[config.mk]
export PLATFORM = sky130hd
export DESIGN_NAME = epoch_seconds_to_calendar_flat
export DESIGN_NICKNAME = d
export VERILOG_FILES = /design/src/rtl/core/es2c_pkg.sv /design/src/rtl/core/es2c_time_if.sv /design/src/rtl/core/es2c_cal_if.sv /design/src/rtl/core/es2c_days.sv /design/src/rtl/core/es2c_date.sv /design/src/rtl/core/es2c_tod.sv /design/src/rtl/core/epoch_seconds_to_calendar.sv /design/src/flat_wrapper.sv
export SDC_FILE = /design/constraint.sdc
export NUM_CORES = 2
export LEC_CHECK = 0
export BUFFER_PORTS_ARGS = -buffer_cell sky130_fd_sc_hd__buf_2
export CELL_PAD_IN_SITES_DETAIL_PLACEMENT = 0
export CELL_PAD_IN_SITES_GLOBAL_PLACEMENT = 1
export CORE_UTILIZATION = 52
export DETAILED_ROUTE_END_ITERATION = 7
export GPL_ROUTABILITY_DRIVEN = 0
export PLACE_DENSITY_LB_ADDON = 0.1
export SLEW_MARGIN = 5
export SYNTH_ARGS = -nofsm -noshare
export SYNTH_HDL_FRONTEND = slang
export SYNTH_HIERARCHICAL = 1
export SYNTH_SLANG_ARGS = --single-unit
export TNS_END_PERCENT = 5
[constraint.sdc]
create_clock -name clk -period 12.2 [get_ports clk]
set_clock_uncertainty 0.05 [all_clocks]
set_input_delay 0.61 -clock clk [delete_from_list [all_inputs] [get_ports clk]]
set_output_delay 0.61 -clock clk [all_outputs]
set_load 0.05 [all_outputs]
[src/rtl/core/es2c_pkg.sv]
// ----------------------------------------------------------------------------
// es2c_pkg
// Shared types, constants and small lookup functions for the epoch seconds
// to calendar converter.
// ----------------------------------------------------------------------------
package es2c_pkg;

  localparam int UnixWidth   = 32;
  localparam int OffsetWidth = 17;
  localparam int YearWidth   = 12;
  localparam int MonthWidth  = 4;
  localparam int DayWidth    = 5;
  localparam int HourWidth   = 5;
  localparam int MinuteWidth = 6;
  localparam int SecondWidth = 6;

  localparam logic signed [OffsetWidth-1:0] OffsetReset = 17'sd28800;

  localparam int SecPerDay    = 86400;
  localparam int SecPerHour   = 3600;
  localparam int SecPerMinute = 60;

  // one day of bias keeps local time non-negative down to 1969-12-31
  localparam int BiasSecs = SecPerDay;

  // seconds / 86400 = (seconds >> 7) / 675, the latter by reciprocal
  localparam int            DayPreShift = 7;
  localparam int            DayRecipSh  = 36;
  localparam logic [26:0]   DayRecip    = 27'd101806633;

  // day 0 (1969-12-31) counted from 1968-03-01, start of a four-year group
  localparam logic [15:0]   MarchBaseDays = 16'd670;
  localparam int            MarchBaseYear = 1968;
  // 2100-03-01 counted from 1968-03-01; 2100 has no leap day
  localparam logic [15:0]   Mar2100Days   = 16'd48212;

  localparam int            DaysPerQuad  = 1461;
  localparam int            DaysPerYear  = 365;
  localparam int            QuadRecipSh  = 27;
  localparam logic [16:0]   QuadRecip    = 17'd91868;

  localparam logic [3:0]    FirstJanMp   = 4'd10;

  typedef struct packed {
    logic s1;
    logic s2;
    logic s3;
    logic s4;
  } pipe_en_t;

  // first day of each month within a year that starts on March 1
  function automatic logic [8:0] month_start(input logic [3:0] mp);
    logic [8:0] s;
    case (mp)
      4'd0:    s = 9'd0;
      4'd1:    s = 9'd31;
      4'd2:    s = 9'd61;
      4'd3:    s = 9'd92;
      4'd4:    s = 9'd122;
      4'd5:    s = 9'd153;
      4'd6:    s = 9'd184;
      4'd7:    s = 9'd214;
      4'd8:    s = 9'd245;
      4'd9:    s = 9'd275;
      4'd10:   s = 9'd306;
      4'd11:   s = 9'd337;
      default: s = 9'd0;
    endcase
    return s;
  endfunction

  function automatic logic [3:0] month_of(input logic [8:0] doy);
    logic [3:0] mp;
    mp = 4'd0;
    for (int i = 1; i < 12; i++) begin
      if (doy >= month_start(4'(i))) mp = 4'(i);
    end
    return mp;
  endfunction

  function automatic logic [HourWidth-1:0] hour_of(input logic [16:0] sod);
    logic [HourWidth-1:0] h;
    h = '0;
    for (int i = 1; i < 24; i++) begin
      if (sod >= 17'(i * SecPerHour)) h = HourWidth'(i);
    end
    return h;
  endfunction

  function automatic logic [MinuteWidth-1:0] minute_of(input logic [11:0] soh);
    logic [MinuteWidth-1:0] m;
    m = '0;
    for (int i = 1; i < 60; i++) begin
      if (soh >= 12'(i * SecPerMinute)) m = MinuteWidth'(i);
    end
    return m;
  endfunction

endpackage

[src/rtl/core/es2c_time_if.sv]
// ----------------------------------------------------------------------------
// es2c_time_if
// Valid/ready channel carrying one Unix second count.
// ----------------------------------------------------------------------------
interface es2c_time_if;
  logic                              valid;
  logic                              ready;
  logic [es2c_pkg::UnixWidth-1:0]    unix_time;

  modport source (output valid, output unix_time, input ready);
  modport sink   (input valid, input unix_time, output ready);
endinterface

[src/rtl/core/es2c_cal_if.sv]
// ----------------------------------------------------------------------------
// es2c_cal_if
// Valid/ready channel carrying one local calendar date and time of day.
// ----------------------------------------------------------------------------
interface es2c_cal_if;
  logic                               valid;
  logic                               ready;
  logic [es2c_pkg::YearWidth-1:0]     year;
  logic [es2c_pkg::MonthWidth-1:0]    month;
  logic [es2c_pkg::DayWidth-1:0]      day;
  logic [es2c_pkg::HourWidth-1:0]     hour;
  logic [es2c_pkg::MinuteWidth-1:0]   minute;
  logic [es2c_pkg::SecondWidth-1:0]   second;

  modport source (output valid, output year, output month, output day,
                  output hour, output minute, output second, input ready);
  modport sink   (input valid, input year, input month, input day,
                  input hour, input minute, input second, output ready);
endinterface

[src/rtl/core/es2c_days.sv]
// ----------------------------------------------------------------------------
// es2c_days
// Input register, zone offset add and split of local time into a day
// number (from 1968-03-01, 2100 leap day inserted) and second of day.
// ----------------------------------------------------------------------------
module es2c_days (
  input  logic                                    clk,
  input  es2c_pkg::pipe_en_t                      en,
  input  logic [es2c_pkg::UnixWidth-1:0]          unix_time,
  input  logic signed [es2c_pkg::OffsetWidth-1:0] zone_offset_seconds,
  output logic [15:0]                             day_num,
  output logic [16:0]                             sod
);

  logic [es2c_pkg::UnixWidth-1:0] unix_s1;
  logic [32:0]                    t_s2;
  logic [15:0]                    q_s2;

  logic [33:0] local_sum;
  logic [52:0] day_prod;
  logic [32:0] day_secs;
  logic [32:0] sod_full;
  logic [15:0] mar_days;
  logic [15:0] day_num_next;
  logic [16:0] sod_next;

  always_comb begin
    local_sum = {2'b00, unix_s1}
              + {{(34 - es2c_pkg::OffsetWidth){zone_offset_seconds[es2c_pkg::OffsetWidth-1]}},
                 zone_offset_seconds}
              + 34'(es2c_pkg::BiasSecs);
    // quotient is below 2**16, top product bit stays clear
    day_prod  = 53'(local_sum[32:es2c_pkg::DayPreShift]) * 53'(es2c_pkg::DayRecip);
  end

  always_comb begin
    day_secs     = 33'(q_s2) * 33'(es2c_pkg::SecPerDay);
    sod_full     = t_s2 - day_secs;
    sod_next     = sod_full[16:0];
    mar_days     = q_s2 + es2c_pkg::MarchBaseDays;
    // skip over a phantom 2100-02-29 so four-year groups stay uniform
    day_num_next = mar_days + 16'(mar_days >= es2c_pkg::Mar2100Days);
  end

  always_ff @(posedge clk) begin
    if (en.s1) begin
      unix_s1 <= unix_time;
    end
    if (en.s2) begin
      t_s2 <= local_sum[32:0];
      q_s2 <= day_prod[51:36];
    end
    if (en.s3) begin
      day_num <= day_num_next;
      sod     <= sod_next;
    end
  end

endmodule

[src/rtl/core/es2c_date.sv]
// ----------------------------------------------------------------------------
// es2c_date
// Day number to year, month and day through four-year groups and a
// cumulative month table.
// ----------------------------------------------------------------------------
module es2c_date (
  input  logic                               clk,
  input  es2c_pkg::pipe_en_t                 en,
  input  logic [15:0]                        day_num,
  output logic [es2c_pkg::YearWidth-1:0]     year,
  output logic [es2c_pkg::MonthWidth-1:0]    month,
  output logic [es2c_pkg::DayWidth-1:0]      day
);

  logic [15:0] dn_s4;
  logic [5:0]  quad_s4;

  logic [32:0] quad_prod;
  logic [15:0] quad_start;
  logic [10:0] day_of_quad;
  logic [1:0]  yoq;
  logic [10:0] year_start;
  logic [8:0]  doy;
  logic [3:0]  mp;

  always_comb begin
    quad_prod = 33'(day_num) * 33'(es2c_pkg::QuadRecip);
  end

  always_ff @(posedge clk) begin
    if (en.s4) begin
      dn_s4   <= day_num;
      quad_s4 <= quad_prod[32:es2c_pkg::QuadRecipSh];
    end
  end

  always_comb begin
    quad_start  = 16'(quad_s4) * 16'(es2c_pkg::DaysPerQuad);
    day_of_quad = 11'(dn_s4 - quad_start);
    yoq         = 2'(day_of_quad >= 11'(es2c_pkg::DaysPerYear))
                + 2'(day_of_quad >= 11'(2 * es2c_pkg::DaysPerYear))
                + 2'(day_of_quad >= 11'(3 * es2c_pkg::DaysPerYear));
    year_start  = 11'(yoq) * 11'(es2c_pkg::DaysPerYear);
    doy         = 9'(day_of_quad - year_start);
    mp          = es2c_pkg::month_of(doy);
    day         = 5'(doy - es2c_pkg::month_start(mp) + 9'd1);
    // january and february belong to the next calendar year
    if (mp < es2c_pkg::FirstJanMp) begin
      month = mp + 4'd3;
    end else begin
      month = mp - 4'd9;
    end
    year = 12'(es2c_pkg::MarchBaseYear) + 12'({quad_s4, 2'b00}) + 12'(yoq)
         + 12'(mp >= es2c_pkg::FirstJanMp);
  end

endmodule

[src/rtl/core/es2c_tod.sv]
// ----------------------------------------------------------------------------
// es2c_tod
// Second of day to hour, minute and second by threshold compares.
// ----------------------------------------------------------------------------
module es2c_tod (
  input  logic                               clk,
  input  es2c_pkg::pipe_en_t                 en,
  input  logic [16:0]                        sod,
  output logic [es2c_pkg::HourWidth-1:0]     hour,
  output logic [es2c_pkg::MinuteWidth-1:0]   minute,
  output logic [es2c_pkg::SecondWidth-1:0]   second
);

  logic [es2c_pkg::HourWidth-1:0] hour_next;
  logic [16:0]                    hour_start;
  logic [11:0]                    soh_next;
  logic [11:0]                    soh;
  logic [11:0]                    minute_start;

  always_comb begin
    hour_next  = es2c_pkg::hour_of(sod);
    hour_start = 17'(hour_next) * 17'(es2c_pkg::SecPerHour);
    soh_next   = 12'(sod - hour_start);
  end

  always_ff @(posedge clk) begin
    if (en.s4) begin
      hour <= hour_next;
      soh  <= soh_next;
    end
  end

  always_comb begin
    minute       = es2c_pkg::minute_of(soh);
    minute_start = 12'(minute) * 12'(es2c_pkg::SecPerMinute);
    second       = 6'(soh - minute_start);
  end

endmodule

[src/rtl/core/epoch_seconds_to_calendar.sv]
// ----------------------------------------------------------------------------
// epoch_seconds_to_calendar
// Unix second count to local calendar date and time of day.
// ----------------------------------------------------------------------------
// One transaction in, one transaction out, in order. A result passes the
// input register, days split (reciprocal multiply by 1/86400), day fixup,
// four-year group and hour split, then the output register. Each stage holds
// its own valid bit and only stalls when everything ahead of it is full, so a
// waiting result does not stop new timestamps from entering; one is taken
// every cycle unless all stages are full and held. The zone offset (signed
// seconds, reset +8 h) is added without wrap; the Gregorian rule is exact
// over the whole reachable range 1969..2106. Write the offset only while no
// transaction is in flight.
// ----------------------------------------------------------------------------
module epoch_seconds_to_calendar (
  input  logic                                clk,
  input  logic                                rst,
  input  logic                                cfg_we,
  input  logic [es2c_pkg::OffsetWidth-1:0]    cfg_wdata,
  es2c_time_if.sink                           stamp,
  es2c_cal_if.source                          cal
);

  logic signed [es2c_pkg::OffsetWidth-1:0] zone_offset_seconds;

  logic v1, v2, v3, v4, v5;
  logic adv1, adv2, adv3, adv4, adv5;
  es2c_pkg::pipe_en_t en;

  logic [15:0]                        day_num;
  logic [16:0]                        sod;
  logic [es2c_pkg::YearWidth-1:0]     year_next;
  logic [es2c_pkg::MonthWidth-1:0]    month_next;
  logic [es2c_pkg::DayWidth-1:0]      day_next;
  logic [es2c_pkg::HourWidth-1:0]     hour_next;
  logic [es2c_pkg::MinuteWidth-1:0]   minute_next;
  logic [es2c_pkg::SecondWidth-1:0]   second_next;

  logic [es2c_pkg::YearWidth-1:0]     year;
  logic [es2c_pkg::MonthWidth-1:0]    month;
  logic [es2c_pkg::DayWidth-1:0]      day;
  logic [es2c_pkg::HourWidth-1:0]     hour;
  logic [es2c_pkg::MinuteWidth-1:0]   minute;
  logic [es2c_pkg::SecondWidth-1:0]   second;

  always_ff @(posedge clk) begin
    if (rst) begin
      zone_offset_seconds <= es2c_pkg::OffsetReset;
    end else if (cfg_we) begin
      zone_offset_seconds <= $signed(cfg_wdata);
    end
  end

  // a stage can load when it is empty or its contents move on
  always_comb begin
    adv5 = !v5 || cal.ready;
    adv4 = !v4 || adv5;
    adv3 = !v3 || adv4;
    adv2 = !v2 || adv3;
    adv1 = !v1 || adv2;
    en.s1 = adv1;
    en.s2 = adv2;
    en.s3 = adv3;
    en.s4 = adv4;
  end

  always_ff @(posedge clk) begin
    if (rst) begin
      v1 <= 1'b0;
      v2 <= 1'b0;
      v3 <= 1'b0;
      v4 <= 1'b0;
      v5 <= 1'b0;
    end else begin
      if (adv1) v1 <= stamp.valid;
      if (adv2) v2 <= v1;
      if (adv3) v3 <= v2;
      if (adv4) v4 <= v3;
      if (adv5) v5 <= v4;
    end
  end

  es2c_days u_days (
    .clk                 (clk),
    .en                  (en),
    .unix_time           (stamp.unix_time),
    .zone_offset_seconds (zone_offset_seconds),
    .day_num             (day_num),
    .sod                 (sod)
  );

  es2c_date u_date (
    .clk     (clk),
    .en      (en),
    .day_num (day_num),
    .year    (year_next),
    .month   (month_next),
    .day     (day_next)
  );

  es2c_tod u_tod (
    .clk    (clk),
    .en     (en),
    .sod    (sod),
    .hour   (hour_next),
    .minute (minute_next),
    .second (second_next)
  );

  always_ff @(posedge clk) begin
    if (adv5) begin
      year   <= year_next;
      month  <= month_next;
      day    <= day_next;
      hour   <= hour_next;
      minute <= minute_next;
      second <= second_next;
    end
  end

  assign stamp.ready = adv1;
  assign cal.valid   = v5;
  assign cal.year    = year;
  assign cal.month   = month;
  assign cal.day     = day;
  assign cal.hour    = hour;
  assign cal.minute  = minute;
  assign cal.second  = second;

  // an empty output register means the whole pipe can move
  a_ready_when_out_empty: assert property (@(posedge clk) disable iff (rst)
    !v5 |-> stamp.ready)
    else $error("input stalled with empty output register");

  // all stages full and output held: nothing may enter
  a_full_blocks_input: assert property (@(posedge clk) disable iff (rst)
    (v1 && v2 && v3 && v4 && v5 && !cal.ready) |-> !stamp.ready)
    else $error("input accepted while pipeline full");

  // a delivered result is a real date and time
  a_result_in_range: assert property (@(posedge clk) disable iff (rst)
    cal.valid |-> (cal.month >= 4'd1 && cal.month <= 4'd12 &&
                   cal.day >= 5'd1 && cal.day <= 5'd31 &&
                   cal.hour <= 5'd23 && cal.minute <= 6'd59 &&
                   cal.second <= 6'd59 &&
                   cal.year >= 12'd1969 && cal.year <= 12'd2106))
    else $error("calendar result out of range");

  // a result held for the sink keeps its place
  a_hold_until_taken: assert property (@(posedge clk) disable iff (rst)
    (v5 && !cal.ready) |=> (v5 && $stable(year) && $stable(month) && $stable(day)
                            && $stable(hour) && $stable(minute) && $stable(second)))
    else $error("pending result lost or changed");

endmodule

[src/flat_wrapper.sv]
// flat-port wrapper written by rule: the top's interface ports become plain ports
module epoch_seconds_to_calendar_flat 
  (clk, rst, cfg_we, cfg_wdata, stamp_valid, stamp_unix_time, stamp_ready, cal_valid, cal_year, cal_month, cal_day, cal_hour, cal_minute, cal_second, cal_ready);
  es2c_time_if stamp_i ();
  es2c_cal_if cal_i ();
  input  logic clk;
  input  logic rst;
  input  logic cfg_we;
  input  logic [es2c_pkg::OffsetWidth-1:0] cfg_wdata;
  input wire logic [$bits(stamp_i.valid)-1:0] stamp_valid;
  input wire logic [$bits(stamp_i.unix_time)-1:0] stamp_unix_time;
  output wire logic [$bits(stamp_i.ready)-1:0] stamp_ready;
  output wire logic [$bits(cal_i.valid)-1:0] cal_valid;
  output wire logic [$bits(cal_i.year)-1:0] cal_year;
  output wire logic [$bits(cal_i.month)-1:0] cal_month;
  output wire logic [$bits(cal_i.day)-1:0] cal_day;
  output wire logic [$bits(cal_i.hour)-1:0] cal_hour;
  output wire logic [$bits(cal_i.minute)-1:0] cal_minute;
  output wire logic [$bits(cal_i.second)-1:0] cal_second;
  input wire logic [$bits(cal_i.ready)-1:0] cal_ready;
  assign stamp_i.valid = stamp_valid;
  assign stamp_i.unix_time = stamp_unix_time;
  assign stamp_ready = stamp_i.ready;
  assign cal_valid = cal_i.valid;
  assign cal_year = cal_i.year;
  assign cal_month = cal_i.month;
  assign cal_day = cal_i.day;
  assign cal_hour = cal_i.hour;
  assign cal_minute = cal_i.minute;
  assign cal_second = cal_i.second;
  assign cal_i.ready = cal_ready;
  epoch_seconds_to_calendar u_core (.clk(clk), .rst(rst), .cfg_we(cfg_we), .cfg_wdata(cfg_wdata), .stamp(stamp_i), .cal(cal_i));
endmodule
==> results.cfg <==
[status]
status = finished clean

[timing]
setup_tns_ns = 0
fin_crit_ns = 10.38
drv_slew = 0
final_hold_viol_count = 0
fin_crit_sh_pct = 85.12
grt_setup_unrepaired = no
tightest_slew_ns = 1.096
max_slew_margin_pct = 26.69
fmax_mhz = 96.30
setup_viol = 0

[drt]
drc_errors = 0
wl_per_cell_um = 18.02
avgViaCountPerCell = 5.490
drt-initial-drc-count = 1270
ant_nets = 0
vias = 20806
wirelength_um = 68310
drt-pass1-iter-count = 6

[worst_setup_path]
worstPathRequired_ns = 12.38
cpPeakStageDelay_ns = 0.87
crit_fanout = 17
cp_top_family = adder cells
arrival_ns = 10.56
r2r-start = u_core/zone_offset_seconds[16]$_SDFFE_PP0P_
path_depth = 32
crit_type = reg2reg
end_kind = register
r2r_cells = 32
reg2reg_to = u_core/u_days/q_s2[12]$_DFFE_PP_
rrSetupSlack_ns = 1.82
setup.worst_path.start_class = register
crit_buf_inv = 5
crit_top_cell = fa_1
critical_path.startpoint = u_core/zone_offset_seconds[16]$_SDFFE_PP0P_
critPathSlowestCell = xor2_1
setup.worst_path.end = u_core/u_days/q_s2[12]$_DFFE_PP_

[global_routing]
grt_pass1_vias = 21655
grt-ovfl-total = 0
grt_max_degree = 40
grt_pass1_wl_um = 112500
grt.total_usage_pct = 25.09
grt_antenna_before_repair = 1

[cts]
h-tree-depth = 4
clk_path_buf_depth = 2
post_cts_resized = 0
cts_root_buf = clkbuf_16
postCtsSetupBuffers = 0
cts_sinks = 192
insertion_delay_ns = 0.48
cts_tree = yes
clkSlewWorstSetupHoldPaths_ns = 0.09
cts_hold_buf = 0
numCtsBuffers = 17

[logic_synthesis]
synth_top_family_by_area = adder cells
syn_area_per_cell_sq_um = 9.916
synth-simple-area-share_pct = 7.838
synth.area.mux_share_pct = 0.5140
netlist_top_cells_area = ha_1 (25%), fa_1 (22%), edfxtp_1 (17%)
synth_compound_area_share_pct = 11.89
synthFlopType = edfxtp_1
post_synth_xor_area_fraction_pct = 4.651
synth-warning-count = 6
async_flop_share_pct = 0
ys_types = 110
synth_fa_ha_area_share_pct = 46.93
synth_area_sq_um = 29210
synth_edf_count = 170
synth_top_area_cell = ha_1
synth_top_area_share_pct = 25.14
synth_nets = 3905
synth_seq_cells = 192
synth_seq_area_share_pct = 18.98
synthCells = 2946

[die]
fp.dieW_um = 239.0
fp-row-count = 86
core-area_sq_um = 55310
design.die.area_sq_um = 57130
die_h_um = 239.0
pin_count = 94
start_util_pct = 52.82

[finish]
fin_util_pct = 56.43
antennaDiodeCount = 0
fin_nets = 3988
drive_gt1_share_pct = 6.739
areaGrowthSynthToFinish_pct = 6.836

[placement]
io_buffers = 93
dp_hpwl_um = 57350

[job]
max-cap-violations = 0

[min_path]
hold_path.class = in2reg
hp-start = stamp_unix_time[8]
## cells in the mapped netlist, drive strengths merged (18+ instances only)
master / count
nor2b: 18
inv: 646
ha: 587
fa: 318
a211oi: 19
o211ai: 18
nand2: 133
nor2: 110
clkbuf: 40
nor3: 37
o21ai: 110
xor2: 53
edfxtp: 170
a21oi: 153
a31oi: 25
nand3: 49
and3: 18
dfxtp: 22
xnor2: 100
a21o: 61
nand4: 19
## cell type report
type	instances	area (sq um)
multi-input combinational	2053	20990
inverter	647	2429
fill	5018	24100
clock buffer	17	425.4
tap	748	935.9
timing repair buffer	118	653.1
sequential	192	5545
clock inverter	15	231.5
## how the worst min path moves through the flow
| stage | end | slack, ns | depth (start not counted) |
|---|---|---|---|
| final | u_core/u_days/unix_s1[8]$_DFFE_PP_ | 0.25 | 1 |
| after global routing | u_core/u_days/unix_s1[6]$_DFFE_PP_ | 0.22 | 1 |
| after CTS | u_core/u_days/unix_s1[6]$_DFFE_PP_ | 0.22 | 1 |
| after detailed placement | u_core/u_tod/soh[1]$_DFFE_PP_ | 0.35 | 0 |
| after global placement | u_core/cal.hour[1]$_DFFE_PP_ | 0.35 | 0 |
| after floorplan | u_core/cal.hour[0]$_DFFE_PP_ | 0.35 | 0 |
## per-layer routing
layer / vias to the layer above / global-route usage, % / wire length (um)
met1: 10177 / 32.05 / 29720
met5: - / 0 / 15
met4: 2 / 7.653 / 1734
met2: 489 / 44.64 / 34550
li1: 10041 / - / -
met3: 97 / 2.425 / 2285
## cell families (layout without fill, tap and decap cells)
group | after synthesis | after routing
adder cells (fa/ha/maj) | 905 | 905
flip-flops | 192 | 192
XOR/XNOR | 153 | 153
AND/OR/NAND/NOR | 459 | 459
multiplexers | 15 | 15
AO/OA/AOI/OAI | 521 | 521
buffers and inverters | 701 | 797
## cells in the final DEF (no fill, tap or decap), types with 6 or more instances in the layout
master	n
o21ai_1	6
xor2_1	52
xnor2_1	100
nor2b_1	17
o21a_1	14
a31oi_1	25
and3_1	18
a21o_1	60
nand2b_1	14
or3_1	6
dfxtp_1	22
nor2_1	108
ha_1	587
a221oi_1	6
nand4_1	19
edfxtp_1	170
nand2_1	133
fa_1	318
o31ai_1	11
a21oi_1	148
mux2i_1	15
or2_2	7
and2_1	10
o21bai_1	13
o22ai_1	8
nor4_1	8
a211o_1	10
buf_4	25
nand3_1	48
o211ai_1	18
nor3_1	35
inv_1	645
buf_2	93
o21ai_0	100
clkbuf_16	17
a211oi_1	17
## through the flow
step	cells	hold WS, ns	setup slack (ns)	instance area (sq um)
after floorplan	2946	0.3503	3.128	29210
after global placement	3758	0.3522	1.993	30550
after detailed placement	3758	0.3545	1.897	30550
after CTS	3790	0.2178	1.820	31210
after global routing	3790	0.2170	1.048	31210
final	3790	0.2472	1.816	31210
## flip-flops by register name, indices dropped and copies added, names as in the netlist, 6 cells and up
signal,count
u_core/u_days/sod,17
u_core/u_date/dn_s4,11
u_core/u_days/unix_s1,32
u_core/u_days/t_s2,17
u_core/u_date/quad_s4,6
u_core/u_days/day_num,16
u_core/cal.minute,6
u_core/cal.second,6
u_core/zone_offset_seconds,17
u_core/cal.year,12
u_core/u_tod/soh,12
u_core/u_days/q_s2,16
Power is left out: the tool's default activity adds up to more than one toggle a clock period on the data nets, which glitch-free logic cannot reach.
